$ cat src/hdl/npcs_pkg.sv
// ----------------------------------------------------------------------------
// npcs_pkg: shared constants and types for the nearest palette color search
// Holds the palette size, field widths and the cell-to-cell token struct.
// ----------------------------------------------------------------------------
package npcs_pkg;

  localparam int unsigned PaletteEntries = 256;
  localparam int unsigned IdxW = 8;
  localparam int unsigned ChW = 8;
  localparam int unsigned DistW = 18;
  localparam logic [DistW-1:0] DistBound = DistW'(255 * 255 * 3);

  localparam logic ActLoad = 1'b0;
  localparam logic ActQuery = 1'b1;

  typedef struct packed {
    logic [ChW-1:0] red;
    logic [ChW-1:0] green;
    logic [ChW-1:0] blue;
  } rgb_t;

  // Query token that travels down the cell row
  typedef struct packed {
    logic             vld;
    rgb_t             color;
    logic [DistW-1:0] best_dist;
    logic [IdxW-1:0]  best_idx;
  } token_t;

endpackage

$ cat src/hdl/npcs_cell.sv
// ----------------------------------------------------------------------------
// npcs_cell: one palette entry and its distance compare stage
// Holds one entry, compares the passing query against it, hands the token on.
// ----------------------------------------------------------------------------
module npcs_cell (
  input  logic                             clk_i,
  input  logic                             rst_ni,
  input  logic [npcs_pkg::IdxW-1:0]        cell_idx_i,
  input  logic                             wr_en_i,
  input  npcs_pkg::rgb_t                   wr_color_i,
  input  npcs_pkg::token_t                 tok_i,
  output npcs_pkg::token_t                 tok_o
);

  npcs_pkg::rgb_t   entry_q;
  npcs_pkg::token_t tok_q;
  logic [npcs_pkg::ChW-1:0]   dr, dg, db;
  logic [npcs_pkg::DistW-1:0] sq_sum;
  npcs_pkg::token_t tok_d;

  always_comb begin
    dr = (entry_q.red >= tok_i.color.red) ? entry_q.red - tok_i.color.red
                                          : tok_i.color.red - entry_q.red;
    dg = (entry_q.green >= tok_i.color.green) ? entry_q.green - tok_i.color.green
                                              : tok_i.color.green - entry_q.green;
    db = (entry_q.blue >= tok_i.color.blue) ? entry_q.blue - tok_i.color.blue
                                            : tok_i.color.blue - entry_q.blue;
    sq_sum = npcs_pkg::DistW'({{npcs_pkg::ChW{1'b0}}, dr} * {{npcs_pkg::ChW{1'b0}}, dr})
           + npcs_pkg::DistW'({{npcs_pkg::ChW{1'b0}}, dg} * {{npcs_pkg::ChW{1'b0}}, dg})
           + npcs_pkg::DistW'({{npcs_pkg::ChW{1'b0}}, db} * {{npcs_pkg::ChW{1'b0}}, db});
    tok_d = tok_i;
    // strict less keeps the lowest index on ties
    if (sq_sum < tok_i.best_dist) begin
      tok_d.best_dist = sq_sum;
      tok_d.best_idx  = cell_idx_i;
    end
  end

  always_ff @(posedge clk_i or negedge rst_ni) begin
    if (!rst_ni) begin
      entry_q <= '0;
      tok_q   <= '0;
    end else begin
      if (wr_en_i) begin
        entry_q <= wr_color_i;
      end
      tok_q <= tok_d;
    end
  end

  assign tok_o = tok_q;

endmodule

$ cat config.mk
export PLATFORM = sky130hd
export DESIGN_NAME = npcs_cell
export DESIGN_NICKNAME = d
export VERILOG_FILES = /design/src/hdl/npcs_pkg.sv /design/src/hdl/npcs_cell.sv
export SDC_FILE = /design/constraint.sdc
export NUM_CORES = 1
export LEC_CHECK = 0
export BUFFER_PORTS_ARGS = -buffer_cell sky130_fd_sc_hd__buf_2
export CORE_ASPECT_RATIO = 0.6
export CORE_MARGIN = 4
export CORE_UTILIZATION = 35
export CTS_CLUSTER_DIAMETER = 60
export CTS_CLUSTER_SIZE = 8
export DETAILED_ROUTE_END_ITERATION = 7
export PLACE_DENSITY_LB_ADDON = 0.08
export SYNTH_ARGS = -nofsm -noshare
export SYNTH_HDL_FRONTEND = slang
export SYNTH_SLANG_ARGS = --single-unit
$ cat constraint.sdc
create_clock -name clk_i -period 9.8 [get_ports clk_i]
set_input_delay 0 -clock clk_i [delete_from_list [all_inputs] [get_ports clk_i]]
set_output_delay 0 -clock clk_i [all_outputs]
set_load 0.05 [all_outputs]
* Yosys cells after proc, flatten, opt, wreduce, memory -nomap -nowiden
Index checks and enable logic that the tools add are counted.
** Word-level totals
- Register bits :: 75
- Latch bits :: 0
- Bits in writable memories :: 0
- ROM bits :: 0
- Word-level logic and storage cells :: 28
- Memories :: 0
** Cells by class
- $add $sub $neg :: 8
- Multiply operators :: 3
- Div/mod/pow operators :: 0
- Magnitude comparators :: 4
- Equality and inequality tests :: 0
- Shift operators :: 0
- Mux-type cells :: 4
- Bitwise gates (word level) :: 0
- Reductions and logical operators :: 0
** Operator list (count)
- multiplier 8 x 8 -> 16 bit :: 3
- subtractor 8 bit :: 6
- two-way mux 26 bit :: 1
- greater-or-equal comparator 8 bit :: 3
- two-way mux 8 bit :: 3
- adder 17 x 16 -> 18 bit :: 1
- < comparator 18 bit :: 1
- adder 16 x 16 -> 17 bit :: 1

* Depth between registers and ports, before layout
- Depth after elaboration :: 7
- Mapped depth :: 41

* Worst setup path after synthesis
OpenSTA, ideal clock, no wires.
- Path type :: reg-to-reg
- Start point :: reg entry_q[0] (netlist name)
- End point :: reg tok_q (netlist bit tok_o[10])
- Setup time :: 0.125 ns
- Arrival time :: 9.543 ns
- Data required time :: 9.675 ns
- Path slack :: 0.132 ns
- Stages on the path, launching flop included :: 33
- Path buffers :: 1
- Cells stage by stage :: dfrtp_1 inv_1 ha_1 inv_1 fa_1 a21o_1 a211o_1 a221oi_4 mux2i_1 xnor2_2 or2_1 fa_1 fa_1 fa_1 inv_1 fa_1 fa_1 fa_1 inv_1 fa_1 inv_1 ha_1 a21o_1 a21oi_1 a21oi_1 or4_1 a31oi_1 xnor2_1 ha_1 nand4_1 o31ai_2 buf_2 mux2_2
** RTL lines
- start: declaration :: line npcs_cell.sv:15 : npcs_pkg::rgb_t entry_q;
- start signal: assignment :: line npcs_cell.sv:45 : entry_q <= wr_color_i;
- end signal: assignment :: line npcs_cell.sv:47 : tok_q <= tok_d;
- end: declaration :: line npcs_cell.sv:16 : npcs_pkg::token_t tok_q;

==> key figures <==
Status
  • Outcome: completed

Min path
  • HP Start: wr_en_i
  • HP Class: primary input to register
  • Hold Path End: entry_q[20]
  • Min-Delay Path Depth: 3

Logic synthesis
  • Synthesized Nets: 1460
  • Post-synth top area share: between 20% and 30%
  • Most numerous cell in the Yosys netlist: inv_1
  • Post-Synthesis Cell Area: between 10000 and 15000 um2
  • Yosys reg bits: 75
  • EDFF count, synth: 0
  • Ys async rst share: 100.0%
  • Distinct cells, synth: 60
  • Synth area leader: fa_1
  • Mean Syn Cell Area: about 9.5 um2
  • Commonest cells post-synth: inv_1, ha_1, fa_1
  • Ys Warns: 0
  • Cell count after synthesis: 1094
  • Register area share after synthesis: 18.11%
  • Top_reg_cell synth: dfrtp_1
  • Synth top area cells: fa_1, dfrtp_1, ha_1, inv_1, mux2_2

GRT
  • GRT Total Usage: 16.80%
  • Number of global-route vias before repair: 8333
  • First-pass GRT wire length: 43.37 mm
  • Gr ovfl total: 0
  • Initial antenna violation count: 0
  • Largest net degree at the start of global routing: 76

Timing
  • Final Hold Vio Count: 0
  • Clock Skew: 0.009544 ns
  • Final setup viols: 0
  • WHS: 0.2247 ns
  • Max_slew headroom: 29.45%
  • Max-slew violation count: 0
  • Fmax: 105.9 MHz
  • Period minus WS final: 9.444 ns
  • Period utilization: 96.37%
  • Fin Setup TNS: 0 ns
  • Least-Margin Pin Slew: 1.058 ns

Worst setup path
  • Critical setup path kind: register to register
  • Slowest-stage cell, CP: fa_1
  • Reg2reg start: entry_q[0]
  • Largest stage delay on the critical path: 0.51 ns
  • Startpoint types: register
  • Worst Reg-to-Reg Cells: 34
  • CP Max Fanout: 13
  • Worst path most repeated cell: fa_1
  • RR Endpoint: tok_o[22]
  • Worst endpoint required time: roughly 10 ns
  • Flop-to-flop setup slack: 0.36 ns
  • Arr. time, crit path: 9.69 ns
  • Crit. End Element: register

Clock tree
  • Worst-skew pair later-pin latency: 0.37 ns
  • CTS Buf Count: 9
  • Clock tree from TritonCTS: yes
  • Max clock buf depth: 2
  • H-tree levels: 3
  • Clk sinks: 75
  • Root Buffer: clkbuf_16
  • Reg clk slew, reported paths: around 0.070 ns

Floorplanning
  • Core area: 28950 um2
  • Ports: 137
  • # rows: 48
  • Initial core utilization: 35.81%
  • Die Y: 141.3 um
  • Die area: 32520 um2
  • Die span in x: 230.2 um

Placed design
  • DP HPWL: 21.63 mm
  • PortBufs: roughly 140
  • Global placement routability congestion: 0.8043

Detailed routing
  • DR WL/cell: between 10 and 15 um
  • Via density: around 4.5
  • Post-route ant nets: 0
  • Initial drt markers: 351
  • Total number of vias: 8037
  • Final Routed Wirelength: 26.11 mm
  • DRC viols: 0
  • Router iterations before antenna repair: 5

Final layout
  • Layout cell share with drive strength beyond 1: approximately a quarter
  • Final core occ: a little under half
  • Final nets: 1752
  • Area Growth Syn to Fin: 31.73%

Job
  • Max-Cap Viols: 0
## critical path: cells and delay by family, from the launching register on
family | cells | cell delay (ns)
AOI/OAI and AO/OA | 7 | 1.56
xor gates and xnor gates | 2 | 0.22
adders and majority gates | 11 | 4.55
buffers and inverters | 9 | 1.00
DFF | 1 | 0.39
muxes | 2 | 0.71
and+or+nand+nor | 3 | 0.90
## cell type report
type | instances | area, um2
Antenna cell | 1 | 2.502
Clock inverter | 6 | 118.9
Fill cell | 2874 | 15290
Timing Repair Buffer | 304 | 2186
Tap cell | 400 | 500.5
Clock buffer | 10 | 239.0
Multi-Input combinational cell | 719 | 7692
Sequential cell | 75 | 1877
Inverter | 277 | 1040
## registers in the layout (all words and copies together) (netlist names)
name,flops
entry_q,24
tok_o,51
## what timing repair did
action | 4_1_cts | 5_1_grt
setup buffers | 5 | 15
endpoints found under the setup margin | 26 | 26
endpoints found under the hold margin | 150 | 0
pin swaps | 12 | 55
gates cloned | 1 | 0
hold buffers | 84 | 0
resized for setup | 19 | 62
## layout by cell type (no fill, tap or decap), drive strengths merged, types with 3 or more instances in the layout
cell,instances
inv,279
buf,220
ha,141
fa,139
dlygate4sd3,84
nor2,84
dfrtp,75
nand2,49
o21ai,42
a21oi,40
mux2,30
a21o,26
xnor2,22
nand2b,20
mux2i,13
xor2,11
or2,11
clkbuf,10
nand4,9
o21bai,9
nor2b,6
a211oi,6
a221oi,6
and2,5
a31oi,5
and4,4
nand3,4
and3,4
a211o,3
o21a,3
a21boi,3
bufinv,3
## metal layers
| layer | global-route usage (%) | routed length [um] |
|---|---|---|
| met1 | 26.68 | 14450 |
| met2 | 23.85 | 10690 |
| met3 | 3.030 | 752 |
| met4 | 3.148 | 215 |
| met5 | 0 | 0 |
## kinds of logic (layout without fill, tap and decap cells)
kind of cell | count (synthesis) | in the layout | share of synthesized area, %
AOI/OAI and AO/OA | 162 | 162 | 10.40
xor gates and xnor gates | 33 | 33 | 2.933
adders and majority gates | 280 | 280 | 43.86
buffers and inverters | 300 | 597 | 11.14
DFF | 75 | 75 | 18.11
muxes | 43 | 43 | 4.514
other | 0 | 1 | 0
and+or+nand+nor | 201 | 201 | 9.041
## worst max-delay path by stage
stage               start        end  slack, ns  cells after the start
3_5_place_dp   entry_q[0]  tok_o[10]      -0.20                     36
2_1_floorplan  entry_q[0]  tok_o[10]       0.13                     32
5_1_grt        entry_q[0]  tok_o[10]      -0.04                     40
4_1_cts        entry_q[0]  tok_o[21]       0.01                     37
6_report       entry_q[0]  tok_o[22]       0.36                     34
3_3_place_gp   entry_q[0]   tok_o[8]      -0.03                     36
## metrics by stage
| step | instances | worst slack (ns) | cell area (um2) |
|---|---|---|---|
| final | 1792 | 0.3561 | 13660 |
| after global routing | 1791 | -0.03886 | 13650 |
| after CTS | 1778 | 0.01087 | 13320 |
| after detailed placement | 1672 | -0.1982 | 11960 |
| after global placement | 1672 | -0.02629 | 11960 |
| after floorplan | 1094 | 0.1319 | 10370 |
Power is not shown: default switching activity piles up to over one toggle a cycle in this logic, so the estimate is an artifact.
